[src/rtl/core/itsc_pkg.sv]
// Shared constants, command codes and controller/datapath interface types.
package itsc_pkg;

    localparam int NCH         = 4;
    localparam int WIN         = 5;
    localparam int SMP_W       = 10;
    localparam int SLOT_W      = 3;
    localparam int SM_W        = 18;
    localparam int LV_W        = 17;
    localparam int SUM_W       = 19;
    localparam int DVD_W       = 33;
    localparam int DVS_W       = 19;
    localparam int DCNT_W      = 6;
    localparam int DRV_W       = 17;
    localparam int BIAS_W      = 16;
    localparam int CORR_W      = 13;
    localparam int TICK_W      = 5;
    localparam int STRAIGHT_N  = 20;
    localparam int BIAS_LIMIT  = 2560;
    localparam int CORR_LIMIT  = 5120;
    localparam int OFF_LEVEL   = 10;
    localparam int IN_W        = 40;
    localparam int OUT_W       = 64;

    // Reciprocal scaling: x / 10 for x below 2^22, and 4 * c / 5 for c up to the limit.
    localparam int SM_RECIP    = 3355444;
    localparam int SM_SHIFT    = 25;
    localparam int SMALL_RECIP = 26215;
    localparam int SMALL_SHIFT = 15;

    // Configuration register indexes.
    localparam logic [2:0] REG_FS_LO = 3'd0;
    localparam logic [2:0] REG_FS_LI = 3'd1;
    localparam logic [2:0] REG_FS_RI = 3'd2;
    localparam logic [2:0] REG_FS_RO = 3'd3;
    localparam logic [2:0] REG_BASE  = 3'd4;
    localparam logic [2:0] REG_RUN   = 3'd5;
    localparam logic [2:0] REG_PGAIN = 3'd6;
    localparam logic [2:0] REG_DGAIN = 3'd7;

    typedef enum logic [3:0] {
        S_IDLE, S_SMOOTH, S_SM_MUL, S_NORM, S_NORM_WAIT, S_BIAS_PREP, S_BIAS_DIV,
        S_BIAS_WAIT, S_PD_MUL, S_CORR, S_SMALL, S_MIX
    } t_state;

    typedef enum logic [3:0] {
        CMD_NONE, CMD_LOAD, CMD_SMOOTH, CMD_SM_MUL, CMD_NORM, CMD_LEVEL, CMD_BIAS_PREP,
        CMD_BIAS_DIV, CMD_BIAS_SET, CMD_PD_MUL, CMD_CORR, CMD_SMALL, CMD_MIX
    } t_cmd;

    typedef struct packed {
        t_cmd       cmd;
        logic [1:0] ch;
    } t_ctrl;

    typedef struct packed {
        logic div_done;
        logic out_free;
    } t_status;

endpackage

[src/rtl/core/itsc_ctrl.sv]
// Sequencer that steps the datapath through one control tick.
module itsc_ctrl
    import itsc_pkg::*;
(
    input  logic    i_clk,
    input  logic    i_rst_n,
    input  logic    i_in_valid,
    output logic    o_in_ready,
    input  t_status i_status,
    output t_ctrl   o_ctrl
);

    t_state     r_state, n_state;
    logic [1:0] r_ch, n_ch;

    // State and channel registers.
    always_ff @(posedge i_clk) begin
        if (!i_rst_n) begin
            r_state <= S_IDLE;
            r_ch    <= '0;
        end else begin
            r_state <= n_state;
            r_ch    <= n_ch;
        end
    end

    // Next state.
    always_comb begin
        n_state = r_state;
        n_ch    = r_ch;
        case (r_state)
            S_IDLE:      if (i_in_valid) n_state = S_SMOOTH;
            S_SMOOTH:    n_state = S_SM_MUL;
            S_SM_MUL:    n_state = S_NORM;
            S_NORM:      n_state = S_NORM_WAIT;
            S_NORM_WAIT: begin
                if (i_status.div_done) begin
                    n_ch    = r_ch + 1'b1;
                    n_state = (r_ch == 2'(NCH - 1)) ? S_BIAS_PREP : S_SMOOTH;
                end
            end
            S_BIAS_PREP:  n_state = S_BIAS_DIV;
            S_BIAS_DIV:   n_state = S_BIAS_WAIT;
            S_BIAS_WAIT:  if (i_status.div_done) n_state = S_PD_MUL;
            S_PD_MUL:     n_state = S_CORR;
            S_CORR:       n_state = S_SMALL;
            S_SMALL:      n_state = S_MIX;
            S_MIX:        if (i_status.out_free) n_state = S_IDLE;
            default:      n_state = S_IDLE;
        endcase
    end

    // Commands to the datapath.
    always_comb begin
        o_ctrl.cmd = CMD_NONE;
        o_ctrl.ch  = r_ch;
        o_in_ready = 1'b0;
        case (r_state)
            S_IDLE: begin
                o_in_ready = 1'b1;
                if (i_in_valid) o_ctrl.cmd = CMD_LOAD;
            end
            S_SMOOTH:     o_ctrl.cmd = CMD_SMOOTH;
            S_SM_MUL:     o_ctrl.cmd = CMD_SM_MUL;
            S_NORM:       o_ctrl.cmd = CMD_NORM;
            S_NORM_WAIT:  if (i_status.div_done) o_ctrl.cmd = CMD_LEVEL;
            S_BIAS_PREP:  o_ctrl.cmd = CMD_BIAS_PREP;
            S_BIAS_DIV:   o_ctrl.cmd = CMD_BIAS_DIV;
            S_BIAS_WAIT:  if (i_status.div_done) o_ctrl.cmd = CMD_BIAS_SET;
            S_PD_MUL:     o_ctrl.cmd = CMD_PD_MUL;
            S_CORR:       o_ctrl.cmd = CMD_CORR;
            S_SMALL:      o_ctrl.cmd = CMD_SMALL;
            S_MIX:        if (i_status.out_free) o_ctrl.cmd = CMD_MIX;
            default: begin
            end
        endcase
    end

`ifndef NO_ASSERTIONS
    // The divider only finishes while the sequencer waits for it.
    a_done_wait: assert property (@(posedge i_clk) disable iff (!i_rst_n)
        i_status.div_done |-> (r_state == S_NORM_WAIT || r_state == S_BIAS_WAIT))
        else $error("divider result with nobody waiting");
    // A channel pass always starts from a fresh channel count.
    a_ch_start: assert property (@(posedge i_clk) disable iff (!i_rst_n)
        r_state == S_IDLE |-> r_ch == '0)
        else $error("channel count not back at zero");
    // An accepted transfer starts the first channel next.
    a_start: assert property (@(posedge i_clk) disable iff (!i_rst_n)
        (r_state == S_IDLE && i_in_valid) |=> r_state == S_SMOOTH)
        else $error("accepted tick did not start");
`endif

endmodule

[config.mk]
export PLATFORM = sky130hd
export DESIGN_NAME = itsc_ctrl
export DESIGN_NICKNAME = d
export VERILOG_FILES = /design/src/rtl/core/itsc_pkg.sv /design/src/rtl/core/itsc_ctrl.sv
export SDC_FILE = /design/constraint.sdc
export NUM_CORES = 1
export LEC_CHECK = 0
export BUFFER_PORTS_ARGS = -buffer_cell sky130_fd_sc_hd__buf_2
export CAP_MARGIN = 10
export CORE_AREA = 2 2 39 41
export CTS_BUF_LIST = sky130_fd_sc_hd__clkbuf_4
export CTS_CLUSTER_DIAMETER = 40
export DETAILED_ROUTE_END_ITERATION = 8
export DIE_AREA = 0 0 41 43
export PLACE_DENSITY = 0.59
export REMOVE_ABC_BUFFERS = 1
export SLEW_MARGIN = 30
export SYNTH_ARGS = -nofsm -noshare
export SYNTH_HDL_FRONTEND = slang
export SYNTH_SLANG_ARGS = --single-unit
[constraint.sdc]
create_clock -name i_clk -period 2.1 [get_ports i_clk]
set_input_delay 0.525 -clock i_clk [delete_from_list [all_inputs] [get_ports i_clk]]
set_output_delay 0.525 -clock i_clk [all_outputs]
set_load 0.02 [all_outputs]
After elaboration in Yosys (flattened, before gate mapping)
Cells that the tools add are included.
Word-level totals
  flip-flop bits (word level): 6
  input port bits: 5
  logic and storage cells: 34
Operators by class
  add/subtract/negate cells: 1
  eq/ne operators: 16
  mux-type cells: 12
  reduce and logical (&&, ||, !) cells: 3
Operator list (count)
  4-bit case mux with 12 select lines: 2
  4-bit two-way mux: 6
  4-bit by 3-bit equality test with 1-bit output, second input constant: 4
  4-bit equality test, second input constant: 4
  4-bit by 2-bit equality test with 1-bit output, second input constant: 2
  2-bit != test, second input constant: 4
  3-bit two-way mux: 2
  4-bit by 1-bit equality test with 1-bit output, second input constant: 1
  4-bit zero test: 1
  4-bit AND reduction: 1
  2-bit by 1-bit adder with 2-bit output, second input constant: 1
  2-bit equality test, second input constant: 1
  1-bit two-way mux: 2
  2-bit AND reduction: 1

Longest topological paths before layout
Gate-level depths: netlist (run 1).
  word-level depth: 4
  depth in mapped cells: 5
  gate-level depth less buffers: 4

Least setup slack after synthesis (run 1)
No wires, ideal clock.
  path type: in2out
  from: input i_status[1] (netlist bit)
  to: output o_ctrl[2] (netlist bit)
  slack: 0.354 ns
  path buffers: 0
  stages on the path: 3
  arrival: 1.221 ns
  data required time: 1.575 ns
  cells stage by stage: nor2_1 -> o21a_1 -> nor3_1
RTL lines
  start, declared: RTL line itsc_ctrl.sv:9  | input t_status i_status,
  end, declared: RTL line itsc_ctrl.sv:10  | output t_ctrl o_ctrl

Final worst setup path (run 1)
  from: register r_state[2]
  to: output o_in_ready
On the way
  longest elaborated chain between the ends: 2
Ends and longest elaborated chain
  start, declared: RTL line itsc_ctrl.sv:13  | t_state r_state, n_state;
  start signal, assigned: RTL line itsc_ctrl.sv:22  | r_state <= n_state;
  4-bit zero test: RTL line itsc_ctrl.sv:58  | case (r_state)
  1-bit two-way mux: RTL line itsc_ctrl.sv:58
  end, declared: RTL line itsc_ctrl.sv:8  | output logic o_in_ready,
Every way passes these cells.

==> flow_summary.json, run 1 <==
{
  "ys_types": 29,
  "die_w_um": 41,
  "syn_inst": 55,
  "cts_made_buffers": 3,
  "highest_layer": "met3",
  "dr_wl_met2_um": 430,
  "yosysWarnings": 0,
  "core_mm2": 0.00138,
  "crit_fanout": 11,
  "crit_type": "flop to primary output",
  "finalSetupViolCount": 0,
  "core.rowCount": 14,
  "antenna_found_initial": 0,
  "relSlewSlack": 0.734,
  "drtIter0Drc": 3,
  "worst-slew-pin-transition_ns": 0.398,
  "synth-seq-cells": 6,
  "diodes": 0,
  "layout_min_cycle_time_ns": 1.98,
  "grt_usage": 0.110,
  "synth-simple-area-share": 0.315,
  "multi_input_area_um2": 294,
  "grt_max_degree": 13,
  "yosys.area.top_type": "dfxtp_1",
  "synth_top_area_share": 0.270,
  "synth_mux_area_frac": 0.0225,
  "finalMaxSlewViolations": 0,
  "n_fill_cell": 156,
  "num_vias": 411,
  "drc": 0,
  "avgSynthCellArea_um2": 8.10,
  "grt_pass1_wl_um": 1320,
  "gp_congestion": 0.632,
  "fin_tns_setup_ns": 0,
  "tritoncts": "yes",
  "fmax_mhz": 505,
  "io_buffer_count": 11,
  "layout_common_cells": "11 x buf_2, 5 x nor2_1, 4 x nand2_1, 4 x nor3_1, 4 x dfxtp_1",
  "hold_viol_final": 0,
  "vias_per_cell": 5.07,
  "syn_area_um2": 445,
  "synth_edf_count": 0,
  "met1_length_um": 448,
  "dp_slack_ns": 0.273,
  "routed_wl_um": 913,
  "whs_ns": 0.540,
  "fin_crit_sh": 0.944,
  "synth_seq_area_share": 0.270,
  "cp-start-kind": "flop",
  "status": "completed",
  "clock_latency_ns": 0.23,
  "cts_buffer_depth": 2,
  "wl_per_cell_um": 11.3,
  "die_h_um": 43,
  "drive_above_1_share": 0.308,
  "cts_max_level": 1,
  "synth_area_leaders": "dfxtp_1 27%, nor3_1 4.5%, nor2_1 4.2%, nor2b_1 4.2%, xor2_1 3.9%",
  "path_cells": "or4_4, inv_1, buf_2",
  "ant_nets": 0,
  "power.density_mw_per_mm2": 647,
  "postLayoutCellArea_um2": 518,
  "slowest_delay_ns": 0.59,
  "grt_pass1_vias": 318,
  "hpwlAfterDp_um": 662,
  "irDropWorstVdd_mv": 0.320,
  "rsz0062_at_grt": "no",
  "crit_arrival_ns": 1.46,
  "crit_path_end_kind": "primary output",
  "synth_compound_area_frac": 0.236,
  "pin_count": 12,
  "clock_tree.root_cell": "clkbuf_4",
  "leakagePower_nw": 0.223,
  "cp_slowest_cell": "or4_4",
  "worst_slack_ns": 0.118,
  "finClkSkew_ns": 0.000770,
  "async_flop_share": 0,
  "clock-sinks": 6,
  "synth-xor-area-share": 0.0590,
  "synth_top_family_by_area": "simple AND/OR/NAND/NOR gates",
  "die_area_mm2": 0.00176,
  "grt.overflow.total": 0,
  "drtPass1Iterations": 2,
  "start_util": 0.322,
  "clkTransAtPathRegs_ns": 0.04,
  "cp_top_family": "simple AND/OR/NAND/NOR gates",
  "cap_violations": 0,
  "final-seq-area_um2": 123,
  "path_buf_inv": 2,
  "hold_class": "flop to flop",
  "final_common_cell": "buf_2",
  "wl_met3_um": 34,
  "synthAdderAreaFrac": 0.0281,
  "fin_nets": 73,
  "areaGrowthSynthToFinish_pct": 16.3,
  "required_ns": 1.57,
  "synth_ff_type": "dfxtp_1",
  "dpl_cell_area_um2": 493
}
==> worst min-delay path: stages, from the launching register on <==
cell and delay [ns]:
dfxtp_1 0.31, mux2i_1 0.13, nor2b_1 0.05
==> kinds of logic after synthesis <==
| family | count (synthesis) |
|---|---|
| AOI/OAI and AO/OA | 14 |
| adders and majority gates | 1 |
| and+or+nand+nor | 25 |
| DFF | 6 |
| muxes | 1 |
| buffers and inverters | 5 |
| xor gates and xnor gates | 3 |
==> metrics by stage <==
step           utilization  power, mW  std cells
2_1_floorplan            -      0.206         51
3_3_place_gp         0.356      0.237         78
3_5_place_dp         0.356      0.238         78
4_1_cts              0.373      0.342         81
5_1_grt              0.374      0.359         81
6_report             0.374      0.335         81
==> where the power goes <==
group,leakage [nW],total [mW],internal [mW],switching (mW)
sequential,0.0494,0.140,0.122,0.0186
clock,0.0138,0.0988,0.0642,0.0347
combinational,0.160,0.0961,0.0417,0.0544
total,0.223,0.335,0.228,0.108
==> registers in the layout (all words and copies together) (netlist names) <==
name and flops:
r_ch 2, r_state 4
==> path summary, 6_finish.rpt <==
check | start | to | slack (ns) | cells after the start
max | r_state[2] | o_in_ready | 0.12 | 3
min | r_ch[1] | r_ch[1] | 0.54 | 2
max reg2reg | r_state[2] | r_state[2] | 0.54 | 4
min reg2reg | r_ch[1] | r_ch[1] | 0.54 | 2
==> per-layer routing <==
layer  vias up  track usage
li1        217            -
met1       185        0.155
met2         9        0.144
met3         0       0.0157
met4         0       0.0800
met5         -            0
==> what timing repair did <==
item	CTS	global route
setup endpoints to repair	0	2
hold buffers	0	0
setup buffers	0	0
gates resized for setup	0	2
==> layout make-up <==
| type | instances | share of cell area |
|---|---|---|
| multi-input cells | 44 | 0.568 |
| flip-flops and latches | 6 | 0.237 |
| repair buffers | 11 | 0.106 |
| clock buffers | 3 | 0.0435 |
| well taps | 16 | 0.0386 |
| inverters | 1 | 0.00725 |
==> Yosys cell counts (2+ instances only) <==
cell type	count
dfxtp_1	6
nor2_1	5
nand2_1	4
nor3_1	4
nor2b_1	3
a21boi_0	2
a31oi_1	2
buf_4	2
nand2b_1	2
nor4_1	2
o21a_1	2
o21ai_0	2
o22ai_1	2
xor2_1	2
No activity file was read; power rests on OpenSTA's default activity.
==> inputs of run 2 (changes only) <==
--- a/config.mk
+++ b/config.mk
@@ -8,7 +8,6 @@
 export BUFFER_PORTS_ARGS = -buffer_cell sky130_fd_sc_hd__buf_2
 export CAP_MARGIN = 10
 export CORE_AREA = 2 2 39 41
-export CTS_BUF_LIST = sky130_fd_sc_hd__clkbuf_4
 export CTS_CLUSTER_DIAMETER = 40
 export DETAILED_ROUTE_END_ITERATION = 8
 export DIE_AREA = 0 0 41 43
==> constraint.sdc (replaced) <==
create_clock -name i_clk -period 2.5 [get_ports i_clk]
set_input_delay 0.625 -clock i_clk [delete_from_list [all_inputs] [get_ports i_clk]]
set_output_delay 0.625 -clock i_clk [all_outputs]
set_load 0.02 [all_outputs]
==> flow_summary.json, run 2 (synthesis gave the netlist of run 1 again) <==
{
  "path_cells": "nor2_1, o21a_1, nor3_1, buf_2",
  "wl_per_cell_um": 10.8,
  "irDropWorstVdd_mv": 0.253,
  "clock_tree.root_cell": "clkbuf_4",
  "dp_slack_ns": 0.473,
  "grt.overflow.total": 0,
  "num_vias": 405,
  "areaGrowthSynthToFinish_pct": 15.7,
  "die_w_um": 41,
  "final_common_cell": "buf_2",
  "drive_above_1_share": 0.277,
  "diodes": 0,
  "clock-sinks": 6,
  "dpl_cell_area_um2": 493,
  "crit_fanout": 12,
  "rsz0062_at_grt": "no",
  "routed_wl_um": 872,
  "grt_pass1_wl_um": 1410,
  "hold_class": "flop to flop",
  "postLayoutCellArea_um2": 515,
  "cts_setup_buffers": 0,
  "largest_reg_flops": 4,
  "grt_pass1_vias": 327,
  "drtPass1Iterations": 4,
  "relSlewSlack": 0.726,
  "cts_buffer_depth": 2,
  "clkTransAtPathRegs_ns": 0.04,
  "worst-slew-pin-transition_ns": 0.411,
  "fin_nets": 73,
  "io_buffer_count": 11,
  "core_mm2": 0.00138,
  "layout_min_cycle_time_ns": 2.13,
  "slowest_delay_ns": 0.56,
  "ant_nets": 0,
  "pin_count": 12,
  "cts.repair.resized": 0,
  "required_ns": 1.88,
  "fin_crit_sh": 0.850,
  "leakagePower_nw": 0.223,
  "antenna_found_initial": 0,
  "cp-start-kind": "flop",
  "grt_max_degree": 13,
  "top_regs": "r_state: 4 flops, r_ch: 2 flops",
  "whs_ns": 0.540,
  "die_h_um": 43,
  "fin_cells": 81,
  "power.density_mw_per_mm2": 548,
  "crit_arrival_ns": 1.50,
  "gp_congestion": 0.632,
  "die_area_mm2": 0.00176,
  "finalSetupViolCount": 0,
  "hold_depth": 2,
  "reg2reg_depth": 4,
  "fin_tns_setup_ns": 0,
  "clock_latency_ns": 0.24,
  "vias_per_cell": 5.00,
  "cap_violations": 0,
  "place_inst": 78,
  "finClkSkew_ns": 0.00446,
  "layout_common_cells": "11 x buf_2, 6 x dfxtp_1, 5 x nor2_1",
  "tritoncts": "yes",
  "finalMaxSlewViolations": 0,
  "drtIter0Drc": 14,
  "regMostFlops": "r_state",
  "grt_usage": 0.123,
  "crit_type": "flop to primary output",
  "worst_slack_ns": 0.374,
  "status": "completed",
  "cts_made_buffers": 3,
  "core.rowCount": 14,
  "hpwlAfterDp_um": 623,
  "fmax_mhz": 470,
  "postCtsHoldBufs": 0,
  "crit_path_end_kind": "primary output",
  "drc": 0,
  "cp_slowest_cell": "dfxtp_1",
  "start_util": 0.322,
  "cts_max_level": 1,
  "hold_viol_final": 0
}
==> run 2: cell counts in the layout (fill, tap and decap cells not counted) <==
No cell type changed its count.
==> run 2: worst paths after layout <==
path | start | end | slack [ns]
max | r_state[1] | o_ctrl[2] | 0.37
min | r_ch[1] | r_ch[1] | 0.54
max reg2reg | r_state[2] | r_state[2] | 0.94
min reg2reg | r_ch[1] | r_ch[1] | 0.54
==> run 2: per-layer routing <==
| metal | GRT usage | up-vias | part of all wire |
|---|---|---|---|
| li1 | - | 217 | - |
| met1 | 0.162 | 177 | 0.52 |
| met2 | 0.150 | 11 | 0.43 |
| met3 | 0.0628 | 0 | 0.048 |
| met4 | 0.0800 | 0 | 0 |
| met5 | 0 | - | 0 |
==> run 2: cell type report <==
cell class	count	area [um^2]
clock buffer	3	22.5
fill	148	868
inverter	1	3.75
multi-input combinational	44	294
sequential	6	120
tap	16	20.0
timing repair buffer	11	55.1
==> run 2: stage by stage <==
step / utilization / power, mW
5_1_grt: 0.373 / 0.308
3_5_place_dp: 0.356 / 0.199
3_3_place_gp: 0.356 / 0.199
6_report: 0.373 / 0.283
4_1_cts: 0.373 / 0.290
2_1_floorplan: - / 0.173
==> run 2: worst max-delay path: cells and delay by family, from the launching register on <==
kind	cells	cell delay (ns)
and+or+nand+nor	2	0.32
AOI/OAI and AO/OA	1	0.18
DFF	1	0.56
buffers and inverters	1	0.22
==> run 2: power by group <==
| part | internal [mW] | switching [mW] | total [mW] | leakage, nW |
|---|---|---|---|---|
| combinational | 0.0350 | 0.0456 | 0.0806 | 0.160 |
| sequential | 0.101 | 0.0157 | 0.117 | 0.0488 |
| clock | 0.0540 | 0.0311 | 0.0852 | 0.0138 |
| total | 0.190 | 0.0925 | 0.283 | 0.223 |
==> inputs of run 3 (changes only) <==
--- a/config.mk
+++ b/config.mk
@@ -5,8 +5,9 @@
 export SDC_FILE = /design/constraint.sdc
 export NUM_CORES = 1
 export LEC_CHECK = 0
+export ABC_AREA = 1
 export BUFFER_PORTS_ARGS = -buffer_cell sky130_fd_sc_hd__buf_2
-export CAP_MARGIN = 10
+export CAP_MARGIN = 20
 export CORE_AREA = 2 2 39 41
 export CTS_CLUSTER_DIAMETER = 40
 export DETAILED_ROUTE_END_ITERATION = 8
==> flow_summary.json, run 3 <==
{
  "status": "completed",
  "worst_slack_ns": 0.498,
  "hpwlAfterDp_um": 741,
  "core_mm2": 0.00138,
  "num_vias": 445,
  "met1_length_um": 408,
  "layout_common_cells": "17 x nand2_1, 11 x buf_2, 9 x nor2_1",
  "final_common_cell": "nand2_1",
  "startpoint": "r_state[2]",
  "crit_arrival_ns": 1.38,
  "die_h_um": 43,
  "cts_made_buffers": 3,
  "syn_area_um2": 440,
  "grt_pass1_wl_um": 1360,
  "wl_per_cell_um": 8.57,
  "clock_tree.root_cell": "clkbuf_4",
  "cts_setup_buffers": 0,
  "ant_nets": 0,
  "synth-seq-cells": 6,
  "antenna_found_initial": 0,
  "cts_max_level": 1,
  "postCtsHoldBufs": 0,
  "worst-slew-pin-transition_ns": 0.363,
  "synth_top_area_share": 0.273,
  "yosysWarnings": 0,
  "dp_slack_ns": 0.646,
  "areaGrowthSynthToFinish_pct": 20.5,
  "top_regs": "r_state: 4 flops, r_ch: 2 flops",
  "reg2reg_depth": 5,
  "synth_common_cells": "17 x nand2_1, 9 x nor2_1, 8 x inv_1",
  "synth_edf_count": 0,
  "fin_tns_setup_ns": 0,
  "hold_viol_final": 0,
  "grt_usage": 0.115,
  "drive_above_1_share": 0.321,
  "yosys.area.top_type": "dfxtp_1",
  "fin_cells": 100,
  "synth_area_leaders": "dfxtp_1 27%, nand2_1 14%, nor2_1 7.7%, nand3_1 6.8%, inv_1 6.8%",
  "crit_type": "flop to primary output",
  "required_ns": 1.88,
  "worstReg2RegEnd": "r_ch[0]",
  "leakagePower_nw": 0.277,
  "clock_latency_ns": 0.23,
  "wl_met3_um": 26,
  "highest_layer": "met4",
  "dr_wl_met2_um": 414,
  "drtIter0Drc": 0,
  "io_buffer_count": 11,
  "postLayoutCellArea_um2": 531,
  "fin_nets": 92,
  "layout_min_cycle_time_ns": 2.00,
  "pin_count": 12,
  "drtPass1Iterations": 1,
  "synth_ff_type": "dfxtp_1",
  "irDropWorstVdd_mv": 0.189,
  "die_area_mm2": 0.00176,
  "ys_types": 19,
  "cp-start-kind": "flop",
  "crit_path_end_kind": "primary output",
  "grt_max_degree": 9,
  "tritoncts": "yes",
  "regMostFlops": "r_state",
  "avgSynthCellArea_um2": 6.20,
  "die_w_um": 41,
  "cts_buffer_depth": 2,
  "clock-sinks": 6,
  "start_util": 0.318,
  "routed_wl_um": 857,
  "finalSetupViolCount": 0,
  "hold_class": "flop to flop",
  "async_flop_share": 0,
  "gp_congestion": 0.675,
  "r2r-start": "r_state[2]",
  "grt_pass1_vias": 393,
  "cap_violations": 0,
  "n_fill_cell": 163,
  "ff2ff_setup_slack_ns": 1.35,
  "core.rowCount": 14,
  "syn_inst": 71,
  "rsz0062_at_grt": "no",
  "fmax_mhz": 500,
  "place_inst": 97,
  "vias_per_cell": 4.45,
  "synth_seq_area_share": 0.273,
  "relSlewSlack": 0.756,
  "crit_fanout": 8,
  "finClkSkew_ns": 0.00284,
  "finalMaxSlewViolations": 0,
  "diodes": 0,
  "crit_path_end": "o_ctrl[3]",
  "synth.most_common_cell": "nand2_1",
  "dpl_cell_area_um2": 508,
  "clkTransAtPathRegs_ns": 0.04,
  "power_mw": 0.350,
  "grt.overflow.total": 0,
  "drc": 0,
  "largest_reg_flops": 4,
  "cts.repair.resized": 0,
  "fin_crit_sh": 0.801,
  "power.density_mw_per_mm2": 660
}
## run 3: cells by family after synthesis
group / count (synthesis) / share of synthesized area
simple gates: 41 / 0.446
fa+ha+maj: 1 / 0.0284
flops: 6 / 0.273
xor+xnor: 1 / 0.0199
compound gates: 9 / 0.114
buf+inv: 13 / 0.119
## run 3: metal layers
layer	GRT usage	vias up
li1	-	248
met1	0.126	190
met2	0.178	5
met3	0.0314	2
met4	0.0800	0
met5	0	-
## run 3: worst min path at each step
| stage | from | end | slack (ns) | cells past startpoint |
|---|---|---|---|---|
| floorplan | r_state[1] | r_state[1] | 0.51 | 2 |
| global placement | r_ch[1] | r_ch[1] | 0.47 | 2 |
| detailed placement | r_ch[1] | r_ch[1] | 0.49 | 2 |
| CTS | r_ch[1] | r_ch[1] | 0.50 | 2 |
| global route | r_ch[1] | r_ch[1] | 0.52 | 2 |
| finish | r_ch[1] | r_ch[1] | 0.49 | 2 |
## run 3: worst max-delay path, cell delays in order (launching register included)
cell     delay [ns]
dfxtp_1        0.49
inv_1          0.09
o21ai_0        0.34
inv_1          0.07
buf_2          0.16
## run 3: final cells by class
type | instances | area (um^2) | share of cell area
clock buffer | 3 | 22.5 | 0.0425
tap | 16 | 20.0 | 0.0377
sequential | 6 | 120 | 0.226
inverter | 12 | 45.0 | 0.0849
timing repair buffer | 11 | 55.1 | 0.104
multi-input combinational | 52 | 268 | 0.505
## run 3: power breakdown
part	internal (mW)	leakage, nW	total [mW]	switching [mW]
logic	0.0503	0.215	0.146	0.0958
clock network	0.0540	0.0138	0.0836	0.0297
registers	0.106	0.0489	0.120	0.0148
total	0.210	0.277	0.350	0.140
## run 3: through the flow
stage | utilization | hold WS (ns)
2_1_floorplan | - | 0.509
3_3_place_gp | 0.367 | 0.470
3_5_place_dp | 0.367 | 0.491
4_1_cts | 0.383 | 0.496
5_1_grt | 0.383 | 0.522
6_report | 0.383 | 0.492
