File: config.mk
export PLATFORM = sky130hd
export DESIGN_NAME = itsc_datapath
export DESIGN_NICKNAME = d
export VERILOG_FILES = /design/src/rtl/core/itsc_pkg.sv /design/src/rtl/core/itsc_div.sv /design/src/rtl/core/itsc_datapath.sv
export SDC_FILE = /design/constraint.sdc
export NUM_CORES = 2
export LEC_CHECK = 0
export ABC_AREA = 1
export ABC_CLOCK_PERIOD_IN_PS = 16200
export BUFFER_PORTS_ARGS = -buffer_cell sky130_fd_sc_hd__buf_4
export CAP_MARGIN = 15
export CORE_MARGIN = 2
export CORE_UTILIZATION = 40
export DETAILED_ROUTE_END_ITERATION = 7
export GPL_TIMING_DRIVEN = 0
export PLACE_DENSITY_LB_ADDON = 0.12
export SYNTH_ARGS = -nofsm -noshare
export SYNTH_HDL_FRONTEND = slang
export SYNTH_SLANG_ARGS = --single-unit
export TNS_END_PERCENT = 100
File: constraint.sdc
create_clock -name i_clk -period 16.2 [get_ports i_clk]
set_clock_uncertainty 0.05 [all_clocks]
set_input_delay 4.05 -clock i_clk [delete_from_list [all_inputs] [get_ports i_clk]]
set_output_delay 4.05 -clock i_clk [all_outputs]
set_load 0.03 [all_outputs]
File: src/rtl/core/itsc_pkg.sv
// Shared constants, command codes and controller/datapath interface types.
package itsc_pkg;

    localparam int NCH         = 4;
    localparam int WIN         = 5;
    localparam int SMP_W       = 10;
    localparam int SLOT_W      = 3;
    localparam int SM_W        = 18;
    localparam int LV_W        = 17;
    localparam int SUM_W       = 19;
    localparam int DVD_W       = 33;
    localparam int DVS_W       = 19;
    localparam int DCNT_W      = 6;
    localparam int DRV_W       = 17;
    localparam int BIAS_W      = 16;
    localparam int CORR_W      = 13;
    localparam int TICK_W      = 5;
    localparam int STRAIGHT_N  = 20;
    localparam int BIAS_LIMIT  = 2560;
    localparam int CORR_LIMIT  = 5120;
    localparam int OFF_LEVEL   = 10;
    localparam int IN_W        = 40;
    localparam int OUT_W       = 64;

    // Reciprocal scaling: x / 10 for x below 2^22, and 4 * c / 5 for c up to the limit.
    localparam int SM_RECIP    = 3355444;
    localparam int SM_SHIFT    = 25;
    localparam int SMALL_RECIP = 26215;
    localparam int SMALL_SHIFT = 15;

    // Configuration register indexes.
    localparam logic [2:0] REG_FS_LO = 3'd0;
    localparam logic [2:0] REG_FS_LI = 3'd1;
    localparam logic [2:0] REG_FS_RI = 3'd2;
    localparam logic [2:0] REG_FS_RO = 3'd3;
    localparam logic [2:0] REG_BASE  = 3'd4;
    localparam logic [2:0] REG_RUN   = 3'd5;
    localparam logic [2:0] REG_PGAIN = 3'd6;
    localparam logic [2:0] REG_DGAIN = 3'd7;

    typedef enum logic [3:0] {
        S_IDLE, S_SMOOTH, S_SM_MUL, S_NORM, S_NORM_WAIT, S_BIAS_PREP, S_BIAS_DIV,
        S_BIAS_WAIT, S_PD_MUL, S_CORR, S_SMALL, S_MIX
    } t_state;

    typedef enum logic [3:0] {
        CMD_NONE, CMD_LOAD, CMD_SMOOTH, CMD_SM_MUL, CMD_NORM, CMD_LEVEL, CMD_BIAS_PREP,
        CMD_BIAS_DIV, CMD_BIAS_SET, CMD_PD_MUL, CMD_CORR, CMD_SMALL, CMD_MIX
    } t_cmd;

    typedef struct packed {
        t_cmd       cmd;
        logic [1:0] ch;
    } t_ctrl;

    typedef struct packed {
        logic div_done;
        logic out_free;
    } t_status;

endpackage

File: src/rtl/core/itsc_div.sv
// Restoring unsigned divider, one quotient bit per cycle.
module itsc_div
    import itsc_pkg::*;
(
    input  logic             i_clk,
    input  logic             i_rst_n,
    input  logic             i_start,
    input  logic [DVD_W-1:0] i_dividend,
    input  logic [DVS_W-1:0] i_divisor,
    output logic             o_done,
    output logic [DVD_W-1:0] o_quotient
);

    logic              r_busy;
    logic [DCNT_W-1:0] r_cnt;
    logic [DVD_W-1:0]  r_quo;
    logic [DVS_W-1:0]  r_rem;
    logic [DVS_W-1:0]  r_dvs;
    logic [DVS_W:0]    rem_sh;
    logic              ge;

    // One shift and trial subtract.
    always_comb begin
        rem_sh = {r_rem, r_quo[DVD_W-1]};
        ge     = rem_sh >= {1'b0, r_dvs};
    end

    assign o_done     = r_busy && (r_cnt == '0);
    assign o_quotient = r_quo;

    // Control state.
    always_ff @(posedge i_clk) begin
        if (!i_rst_n) begin
            r_busy <= 1'b0;
            r_cnt  <= '0;
        end else if (i_start) begin
            r_busy <= 1'b1;
            r_cnt  <= DCNT_W'(DVD_W);
        end else if (r_busy) begin
            if (r_cnt == '0) begin
                r_busy <= 1'b0;
            end else begin
                r_cnt <= r_cnt - 1'b1;
            end
        end
    end

    // Quotient and remainder.
    always_ff @(posedge i_clk) begin
        if (i_start) begin
            r_quo <= i_dividend;
            r_rem <= '0;
            r_dvs <= i_divisor;
        end else if (r_busy && r_cnt != '0) begin
            r_quo <= {r_quo[DVD_W-2:0], ge};
            r_rem <= ge ? DVS_W'(rem_sh - {1'b0, r_dvs}) : rem_sh[DVS_W-1:0];
        end
    end

endmodule

File: src/rtl/core/itsc_datapath.sv
// Filtering, normalization, bias, PD and wheel mix datapath with its state.
module itsc_datapath
    import itsc_pkg::*;
(
    input  logic              i_clk,
    input  logic              i_rst_n,
    input  t_ctrl             i_ctrl,
    output t_status           o_status,
    input  logic [IN_W-1:0]   i_in_data,
    input  logic              i_cfg_we,
    input  logic [2:0]        i_cfg_idx,
    input  logic [15:0]       i_cfg_data,
    output logic              o_out_valid,
    input  logic              i_out_ready,
    output logic [OUT_W-1:0]  o_out_data
);

    // Configuration registers.
    logic [SMP_W-1:0] r_fs [NCH];
    logic [6:0]       r_base, r_run;
    logic [15:0]      r_pgain, r_dgain;

    // Tick state.
    logic [SMP_W-1:0]  r_win [NCH][WIN];
    logic [SLOT_W-1:0] r_slot;
    logic [SM_W-1:0]   r_sm [NCH];
    logic signed [BIAS_W-1:0] r_prev;
    logic [TICK_W-1:0] r_ticks;
    logic signed [DRV_W-1:0] r_hl, r_hr;

    // Working registers.
    logic [21:0]       r_snum;
    logic [LV_W-1:0]   r_lv [NCH];
    logic [DVD_W-1:0]  r_prod;
    logic [SUM_W-1:0]  r_sum;
    logic              r_neg, r_off;
    logic signed [BIAS_W-1:0] r_bias;
    logic signed [33:0] r_pp;
    logic signed [34:0] r_dp;
    logic [CORR_W-1:0] r_corr, r_small;
    logic              r_out_valid;
    logic [OUT_W-1:0]  r_out;

    // Divider hookup.
    logic             div_start, div_done;
    logic [DVD_W-1:0] div_dvd, div_q;
    logic [DVS_W-1:0] div_dvs;

    itsc_div u_div (
        .i_clk      (i_clk),
        .i_rst_n    (i_rst_n),
        .i_start    (div_start),
        .i_dividend (div_dvd),
        .i_divisor  (div_dvs),
        .o_done     (div_done),
        .o_quotient (div_q)
    );

    // Median of the window in row zero by rank counting.
    logic [SMP_W-1:0] med;
    logic [2:0]       rank;
    always_comb begin
        med = '0;
        for (int j = 0; j < WIN; j++) begin
            rank = '0;
            for (int k = 0; k < WIN; k++) begin
                if (r_win[0][k] < r_win[0][j] || (r_win[0][k] == r_win[0][j] && k < j)) begin
                    rank = rank + 1'b1;
                end
            end
            if (rank == 3'(WIN / 2)) begin
                med = r_win[0][j];
            end
        end
    end

    // Per-tick arithmetic feeding the registers and the divider.
    logic [21:0]      sm_num;
    logic [43:0]      sm_prod;
    logic [SM_W-1:0]  sm_q;
    logic [27:0]      small_prod;
    logic [LV_W-1:0]  norm_num;
    logic [SMP_W-1:0] fs_sel;
    logic signed [SUM_W-1:0] diff;
    logic [SUM_W-1:0] absdiff, lsum;
    logic signed [BIAS_W:0]  err;
    logic signed [BIAS_W+1:0] derr;
    logic signed [35:0] pd;
    logic [35:0]        pd_abs;
    logic [23:0]        mag;
    logic [CORR_W-1:0]  corr;
    logic [14:0]        spd;
    logic signed [DRV_W-1:0] drv_l, drv_r;
    logic straight, hold;

    always_comb begin
        sm_num   = 22'({med, 8'd0}) * 22'd3 + 22'(r_sm[0]) * 22'd7;
        // Division by ten as a multiply by the rounded-up reciprocal.
        sm_prod  = 44'(r_snum) * 44'(SM_RECIP);
        sm_q     = sm_prod[SM_SHIFT +: SM_W];
        // Four fifths of the correction, also by reciprocal.
        small_prod = 28'(r_corr) * 28'(SMALL_RECIP);
        norm_num = LV_W'(r_sm[0][SM_W-1:8]) * LV_W'(100);
        fs_sel   = (r_fs[i_ctrl.ch] == '0) ? SMP_W'(1) : r_fs[i_ctrl.ch];
        diff     = $signed({2'b0, r_lv[0]}) - $signed({2'b0, r_lv[3]})
                 + $signed({2'b0, r_lv[1]}) - $signed({2'b0, r_lv[2]});
        absdiff  = diff[SUM_W-1] ? SUM_W'(-diff) : SUM_W'(diff);
        lsum     = SUM_W'(1) + SUM_W'(r_lv[0]) + SUM_W'(r_lv[1])
                 + SUM_W'(r_lv[2]) + SUM_W'(r_lv[3]);
        err      = -(BIAS_W+1)'(r_bias);
        derr     = (BIAS_W+2)'(err) - (BIAS_W+2)'(r_prev);
        pd       = 36'(r_pp) + 36'(r_dp);
        pd_abs   = pd[35] ? 36'(-pd) : 36'(pd);
        mag      = pd_abs[35:12];
        corr     = (mag > 24'(CORR_LIMIT)) ? CORR_W'(CORR_LIMIT) : mag[CORR_W-1:0];
        straight = (r_bias < BIAS_W'(BIAS_LIMIT)) && (r_bias > -BIAS_W'(BIAS_LIMIT));
        hold     = (r_bias == BIAS_W'(BIAS_LIMIT)) || (r_bias == -BIAS_W'(BIAS_LIMIT));
        spd      = {((straight && r_ticks >= TICK_W'(STRAIGHT_N)) ? r_run : r_base), 8'd0};
        if (!r_bias[BIAS_W-1]) begin
            drv_l = $signed(DRV_W'(spd)) - $signed(DRV_W'(r_corr));
            drv_r = $signed(DRV_W'(spd)) + $signed(DRV_W'(r_small));
        end else begin
            drv_l = $signed(DRV_W'(spd)) + $signed(DRV_W'(r_small));
            drv_r = $signed(DRV_W'(spd)) - $signed(DRV_W'(r_corr));
        end
    end

    // Divider operand selection.
    always_comb begin
        div_start = 1'b0;
        div_dvd   = '0;
        div_dvs   = DVS_W'(1);
        case (i_ctrl.cmd)
            CMD_NORM: begin
                div_start = 1'b1;
                div_dvd   = DVD_W'(norm_num);
                div_dvs   = DVS_W'(fs_sel);
            end
            CMD_BIAS_DIV: begin
                div_start = 1'b1;
                div_dvd   = r_prod;
                div_dvs   = r_sum;
            end
            default: begin
            end
        endcase
    end

    // Configuration writes.
    always_ff @(posedge i_clk) begin
        if (!i_rst_n) begin
            r_fs[0] <= SMP_W'(950);
            r_fs[1] <= SMP_W'(940);
            r_fs[2] <= SMP_W'(950);
            r_fs[3] <= SMP_W'(950);
            r_base  <= 7'd30;
            r_run   <= 7'd40;
            r_pgain <= 16'd2458;
            r_dgain <= 16'd819;
        end else if (i_cfg_we) begin
            case (i_cfg_idx)
                REG_FS_LO: r_fs[0] <= i_cfg_data[SMP_W-1:0];
                REG_FS_LI: r_fs[1] <= i_cfg_data[SMP_W-1:0];
                REG_FS_RI: r_fs[2] <= i_cfg_data[SMP_W-1:0];
                REG_FS_RO: r_fs[3] <= i_cfg_data[SMP_W-1:0];
                REG_BASE:  r_base  <= i_cfg_data[6:0];
                REG_RUN:   r_run   <= i_cfg_data[6:0];
                REG_PGAIN: r_pgain <= i_cfg_data;
                REG_DGAIN: r_dgain <= i_cfg_data;
                default: begin
                end
            endcase
        end
    end

    // Windows and smoothed levels; rows rotate after each channel.
    always_ff @(posedge i_clk) begin
        if (!i_rst_n) begin
            for (int c = 0; c < NCH; c++) begin
                r_sm[c] <= '0;
                for (int k = 0; k < WIN; k++) begin
                    r_win[c][k] <= '0;
                end
            end
            r_slot <= '0;
        end else begin
            case (i_ctrl.cmd)
                CMD_LOAD: begin
                    for (int c = 0; c < NCH; c++) begin
                        r_win[c][r_slot] <= i_in_data[c*SMP_W +: SMP_W];
                    end
                    r_slot <= (r_slot == SLOT_W'(WIN - 1)) ? '0 : r_slot + 1'b1;
                end
                CMD_SM_MUL: r_sm[0] <= sm_q;
                CMD_LEVEL: begin
                    for (int c = 0; c < NCH; c++) begin
                        r_win[c] <= r_win[(c + 1) % NCH];
                        r_sm[c]  <= r_sm[(c + 1) % NCH];
                    end
                end
                default: begin
                end
            endcase
        end
    end

    // Control-law state.
    always_ff @(posedge i_clk) begin
        if (!i_rst_n) begin
            r_prev  <= '0;
            r_ticks <= '0;
            r_hl    <= '0;
            r_hr    <= '0;
        end else begin
            if (i_ctrl.cmd == CMD_PD_MUL) begin
                r_prev <= err[BIAS_W-1:0];
            end
            if (i_ctrl.cmd == CMD_MIX) begin
                if (straight) begin
                    if (r_ticks < TICK_W'(STRAIGHT_N)) begin
                        r_ticks <= r_ticks + 1'b1;
                    end
                end else if (!hold) begin
                    r_ticks <= '0;
                end
                if (r_off) begin
                    r_hl <= '0;
                    r_hr <= '0;
                end else if (!hold) begin
                    r_hl <= drv_l;
                    r_hr <= drv_r;
                end
            end
        end
    end

    // Working registers of one tick.
    always_ff @(posedge i_clk) begin
        case (i_ctrl.cmd)
            CMD_SMOOTH: r_snum <= sm_num;
            CMD_LEVEL: r_lv[i_ctrl.ch] <= div_q[LV_W-1:0];
            CMD_BIAS_PREP: begin
                r_prod <= DVD_W'(absdiff) * DVD_W'(25600);
                r_neg  <= diff[SUM_W-1];
                r_sum  <= lsum;
                r_off  <= (r_lv[0] < LV_W'(OFF_LEVEL)) && (r_lv[1] < LV_W'(OFF_LEVEL))
                       && (r_lv[2] < LV_W'(OFF_LEVEL)) && (r_lv[3] < LV_W'(OFF_LEVEL));
            end
            CMD_BIAS_SET: r_bias <= r_neg ? -$signed(div_q[BIAS_W-1:0])
                                          : $signed(div_q[BIAS_W-1:0]);
            CMD_PD_MUL: begin
                r_pp <= $signed({1'b0, r_pgain}) * err;
                r_dp <= $signed({1'b0, r_dgain}) * derr;
            end
            CMD_CORR:  r_corr  <= corr;
            CMD_SMALL: r_small <= small_prod[SMALL_SHIFT +: CORR_W];
            default: begin
            end
        endcase
    end

    // Result register.
    always_ff @(posedge i_clk) begin
        if (!i_rst_n) begin
            r_out_valid <= 1'b0;
        end else if (i_ctrl.cmd == CMD_MIX) begin
            r_out_valid <= 1'b1;
        end else if (i_out_ready) begin
            r_out_valid <= 1'b0;
        end
    end

    always_ff @(posedge i_clk) begin
        if (i_ctrl.cmd == CMD_MIX) begin
            r_out <= {r_corr, r_bias, r_off,
                      (r_off ? DRV_W'(0) : (hold ? r_hr : drv_r)),
                      (r_off ? DRV_W'(0) : (hold ? r_hl : drv_l))};
        end
    end

    assign o_out_valid       = r_out_valid;
    assign o_out_data        = r_out;
    assign o_status.div_done = div_done;
    assign o_status.out_free = !r_out_valid || i_out_ready;

`ifndef NO_ASSERTIONS
    // The clamp never lets the correction past its limit.
    a_corr_limit: assert property (@(posedge i_clk) disable iff (!i_rst_n)
        r_out_valid |-> r_out[OUT_W-1 -: CORR_W] <= CORR_W'(CORR_LIMIT))
        else $error("correction above limit");
    // The straight counter saturates at its limit.
    a_ticks_limit: assert property (@(posedge i_clk) disable iff (!i_rst_n)
        r_ticks <= TICK_W'(STRAIGHT_N))
        else $error("straight counter overran");
    // An off-track result carries zero drives.
    a_off_zero: assert property (@(posedge i_clk) disable iff (!i_rst_n)
        (r_out_valid && r_out[2*DRV_W]) |-> r_out[2*DRV_W-1:0] == '0)
        else $error("drives not zero while off track");
    // The window slot stays inside the window.
    a_slot: assert property (@(posedge i_clk) disable iff (!i_rst_n)
        r_slot < SLOT_W'(WIN))
        else $error("window slot out of range");
`endif

endmodule

# Word level (Yosys, flattened, before mapping)
# Memories as Yosys holds them, arrays and structs flattened.
# Cells that the tools add are included.
op_classes:
  add_sub_neg: 40
  mul: 8
  n_lt_le_gt_ge: 37
  eq_ne: 40
  n_mux: 497
  bitwise_logic: 412
  reduce_logical: 37
ops:
  columns: ["operator", "count"]
  rows:
  - ["two-way mux 1 bit", 437]
  - ["bitwise OR 1 bit", 409]
  - ["< comparator 10 bit", 25]
  - ["two-way mux 10 bit", 11]
  - ["two-way mux 17 bit", 6]
  - ["equality test 10 bit", 10]
  - ["two-way mux 18 bit", 5]
  - ["< comparator 17 x 4 -> 1 bit, second input constant", 4]
  - ["two-way mux 33 bit", 2]
  - ["case mux 33 bit (2 select lines)", 1]
  - ["two-way mux 3 bit", 20]
  - ["adder 3 x 1 -> 3 bit, second input constant", 18]
  - ["two-way mux 50 bit", 1]
  - ["multiplier 22 x 20 -> 41 bit, second input constant", 1]
  - ["adder 19 x 17 -> 19 bit", 2]
  - ["two-way mux 19 bit", 2]
  - ["case mux 19 bit (2 select lines)", 1]
  - ["adder 34 x 35 -> 36 bit", 1]
  - ["two-way mux 36 bit", 1]
  - ["negation 36 bit", 1]
  - ["multiplier 17 x 18 -> 35 bit", 1]
  - ["multiplier 17 x 17 -> 34 bit", 1]
  - ["equality test 16 x 13 -> 1 bit, second input constant", 2]
  - ["demux 10 bit (select 3 bit)", 1]
  - ["57 further kinds", 108]
word_totals:
  regBits: 424
  ram_bits: 380
  inputBits: 69
  output_inout_bits: 67
  word_cells: 1102
  memories: 4
memory_table:
  columns: ["name", "words", "width", "read_ports", "rd_clocked_by_memory_dff", "wr", "line_no", "rtl"]
  rows:
  - ["r_win", 4, 50, 4, 0, 4, "itsc_datapath.sv:24", "logic [SMP_W-1:0] r_win [NCH][WIN];"]
  - ["r_sm", 4, 18, 4, 0, 4, "itsc_datapath.sv:26", "logic [SM_W-1:0] r_sm [NCH];"]
  - ["r_lv", 4, 17, 4, 0, 1, "itsc_datapath.sv:33", "logic [LV_W-1:0] r_lv [NCH];"]
  - ["r_fs", 4, 10, 1, 0, 4, "itsc_datapath.sv:19", "logic [SMP_W-1:0] r_fs [NCH];"]

# Logic depth before layout (Yosys ltp)
# An unclocked memory read counts as a cell.
depth:
  word_depth: 19
  depth_mapped: 48
  mapped_depth_nobuf: 45

# By module
# Synthesis repeated with hierarchy kept, for this count alone.
unflattened:
  cells_unflattened: 9249
  area_unflattened_um2: 80564.8
by_module_without_submodules:
  columns: ["mod", "instances", "cells_per_inst", "area_each_um2"]
  rows:
  - ["itsc_datapath", 1, 8668, 76051.7]
  - ["itsc_div", 1, 581, 4513.1]

# Worst setup path after synthesis
# No wires, ideal clock.
synth_path:
  kind: "reg-to-reg"
  from: "register r_bias[0]"
  to: "register r_dp[34] (data pin)"
  setup_ns: 0.266
  arrival_time_ns: 8.469
  setup_slack_ns: 7.415
  stages_incl_launch_ff: 41
  period_less_slack_ns: 8.785
  cell_sequence: "edfxtp_1 -> clkbuf_1 -> inv_1 -> ha_1 -> nand4_1 -> nor2_1 -> inv_1 -> nor2_1 -> inv_1 -> nor2_1 -> nand2_1 -> or2_2 -> nand2_1 -> inv_1 -> buf_1 -> ha_1 -> nand2_1 -> o21ai_0 -> [5 not listed] -> nor2_1 -> fa_1 -> fa_1 -> buf_1 -> inv_1 -> fa_1 -> fa_1 -> fa_1 -> fa_1 -> inv_1 -> ha_1 -> nand2_1 -> nor3_1 -> inv_1 -> nor3_1 -> nand3_1 -> o2111ai_1 -> xor2_1"
synth_between:
  elab_chain_cells: 3
synth_lines:
  columns: ["element", "line_no", "rtl"]
  rows:
  - ["from (decl)", "itsc_datapath.sv:37", "logic signed [BIAS_W-1:0] r_bias;"]
  - ["from (signal assigned)", "itsc_datapath.sv:249", "CMD_BIAS_SET: r_bias <= r_neg ? -$signed(div_q[BIAS_W-1:0])"]
  - ["negation 16 -> 17 bit", "itsc_datapath.sv:110", "err = -(BIAS_W+1)'(r_bias);"]
  - ["net err[10]", "itsc_datapath.sv:86", "logic signed [BIAS_W:0] err;"]
  - ["subtractor 17 x 16 -> 18 bit", "itsc_datapath.sv:111", "derr = (BIAS_W+2)'(err) - (BIAS_W+2)'(r_prev);"]
  - ["multiplier 17 x 18 -> 35 bit", "itsc_datapath.sv:253", "r_dp <= $signed({1'b0, r_dgain}) * derr;"]
  - ["to (signal assigned)", "itsc_datapath.sv:253", null]
  - ["to (decl)", "itsc_datapath.sv:39", "logic signed [34:0] r_dp;"]
# The timed path passes the listed nets, and every way through them passes these cells.
# A chain may end at the register's enable or synchronous reset.

# Worst setup path in the final report
layout_path:
  from: "register r_bias[0]"
  to: "register r_dp[33] (data pin)"
# Same word-level chain as after synthesis.

==> flow_metrics.tcl <==
set metrics [dict create \
    setup_tns_ps 0 \
    die_width_um 449 \
    ant_nets 0 \
    drtIter0Drc 4474 \
    fp-row-count 163 \
    cts.sinks 804 \
    grt_max_degree 70 \
    place.gp.congestion 0.952 \
    worstSkewPairLatency_ps 770 \
    max_stage_delay_ps 780 \
    grt.overflow.total 0 \
    synth-seq-area-share 0.288 \
    synthDistinctLibCells 67 \
    ctsRootBufferMaster "clkbuf_16" \
    firstDrtPassIters 6 \
    critPathTopFamily "adder cells" \
    hold_path.class "reg2reg" \
    wl_per_cell_um 20.7 \
    cts_htree_levels 3 \
    clk_pin_slew_ps 60 \
    areaGrowthSynthToFinish_pct 9.80 \
    dpl.hpwl_mm 204 \
    grt_pass1_wl_mm 381 \
    yosys_warnings 0 \
    start_kind "register" \
    drt_wl_total_mm 247 \
    track_usage 0.247 \
    crit_top_cell "inv_1" \
    fin_nets 10900 \
    syn-cell-area_um2 79400 \
    synth_edf_count 673 \
    slowest_stage "buf_1" \
    layout-drive-gt1-share 0.0514 \
    ios 136 \
    place_inst 11700 \
    crit_type "reg2reg" \
    antenna_found_initial 8 \
    core_area_um2 197000 \
    via_per_inst 5.09 \
    ys_ff_latch 804 \
    crit_buf_inv 12 \
    numCtsBuffers 93 \
    syn_inst 8930 \
    num_vias 60500 \
    hold_buffers 0 \
    synthFlopType "edfxtp_1" \
    route.detailed.drc 0 \
    tightest_slew_ps 1180 \
    rsz0062_at_grt "no" \
    dieArea_um2 202000 \
    cts-resized-gates 0 \
    critical_path_required_ps 16670 \
    cts_buffer_depth 3 \
    avgSynthCellArea_um2 8.89 \
    die_h_um 449 \
    cts_tree "done" \
    syn-num-nets 10700 \
    critPathArrivalTime_ps 12490 \
    report.final.slew_viol_count 0 \
    start_util 0.402 \
    instances_no_fill 11900 \
    cp-end-kind "register" \
    ys_async_sr_fraction 0 \
    setup_viol 0 \
    io_buffers 133 \
    cp_max_fo 10 \
    cap_violations 0 \
    grt_pass1_vias 62300 \
    fin_crit_sh 0.742 \
    finalCriticalPeriod_ps 12020 \
    postCtsSetupBuffers 0 \
    status "complete, no violations" \
    fmax_mhz 83.2 \
    hold_viol 0 \
    slew_headroom 0.213 \
]
final cells by class:
cell class,instances,area (um2)
fill,19700,110000
multi-input combinational,5967,48400
sequential,804,22800
inverter,1953,7330
tap,2640,3300
clock buffer,109,2400
timing repair buffer,150,1290
buffer,206,825
clock inverter,66,741
antenna,2,5.00
cells by family after synthesis:
kind of cell	synth area share
AND/OR/NAND/NOR	0.143
buffers and inverters	0.103
adder cells (fa/ha/maj)	0.345
AO/OA/AOI/OAI	0.0901
flip-flops	0.288
XOR/XNOR	0.0307
synthesized netlist by cell type (20+ instances only):
library cell	count	share of area
a31oi_1	28	0.0022
xnor2_1	91	0.010
clkinv_1	30	0.0014
ha_1	893	0.14
o211ai_1	77	0.0073
nand4_1	70	0.0055
xor2_1	187	0.021
nand3_1	299	0.019
fa_1	811	0.20
a21oi_1	481	0.030
a211oi_1	20	0.0019
or2_2	37	0.0029
o22ai_1	65	0.0051
edfxtp_1	673	0.25
nor4_1	22	0.0017
nand2_1	1474	0.070
a22o_1	22	0.0024
o21ai_0	447	0.028
inv_2	24	0.0011
dfxtp_1	131	0.033
inv_1	1898	0.090
nand2_2	30	0.0024
nor2_1	652	0.031
nor2_2	29	0.0023
nor3_1	51	0.0032
clkbuf_1	182	0.0086
state kept, by name, summed over array words and instances (netlist names), 19 cells and up:
register and count:
r_snum 22, r_dp 35, u_div.o_quotient 33, u_div.r_rem 19
o_out_data 64, r_win 200, r_pp 34, u_div.r_dvs 19
r_sum 19, r_sm 72, r_lv 68, r_prod 23
r_fs 40
worst reg2reg max path, delay by kind of cell (launching register included):
family                   cells  cell delay, ps
adder cells (fa/ha/maj)      8            3610
AO/OA/AOI/OAI                7            2380
AND/OR/NAND/NOR             11            1000
flip-flops                   1             480
XOR/XNOR                     3             800
buffers and inverters       12            3460
cell usage in the layout (no fill, tap or decap), drive strengths merged, types with 131 or more instances in the layout:
cell    count
buf       174
fa        811
edfxtp    673
ha        893
o21ai     457
nand3     309
a21oi     484
dfxtp     131
inv      1928
clkbuf    291
xor2      187
nor2      687
nand2    1506
stage by stage:
| step | utilization | hold WS [ps] | area, um2 | worst slack [ps] |
|---|---|---|---|---|
| floorplan | - | 371 | 79400 | 7410 |
| global placement | 0.424 | 385 | 83700 | 4300 |
| detailed placement | 0.426 | 397 | 84000 | 4320 |
| CTS | 0.442 | 405 | 87100 | 4210 |
| global route | 0.442 | 426 | 87100 | 3730 |
| finish | 0.442 | 400 | 87100 | 4180 |
per-layer routing:
layer	vias to the layer above	part of all wire	global-route usage	wire (um)
li1	29100	-	-	-
met1	29700	0.44	0.325	108000
met2	1367	0.49	0.426	120000
met3	363	0.041	0.0260	10100
met4	0	0.035	0.0759	8660
met5	-	0	0	0
worst paths after layout:
kind / startpoint / to / cells after the start / slack (ps)
setup / recovery: r_bias[0]$_DFFE_PN_ / r_dp[33]$_DFFE_PN_ / 41 / 4180
hold / removal: r_base[0]$_SDFFE_PN0P_ / r_base[0]$_SDFFE_PN0P_ / 2 / 400
setup reg to reg: r_bias[0]$_DFFE_PN_ / r_dp[33]$_DFFE_PN_ / 41 / 4180
hold reg to reg: r_base[0]$_SDFFE_PN0P_ / r_base[0]$_SDFFE_PN0P_ / 2 / 400
Power is not shown: default switching activity piles up to over one toggle a cycle in this logic, so the estimate is an artifact.
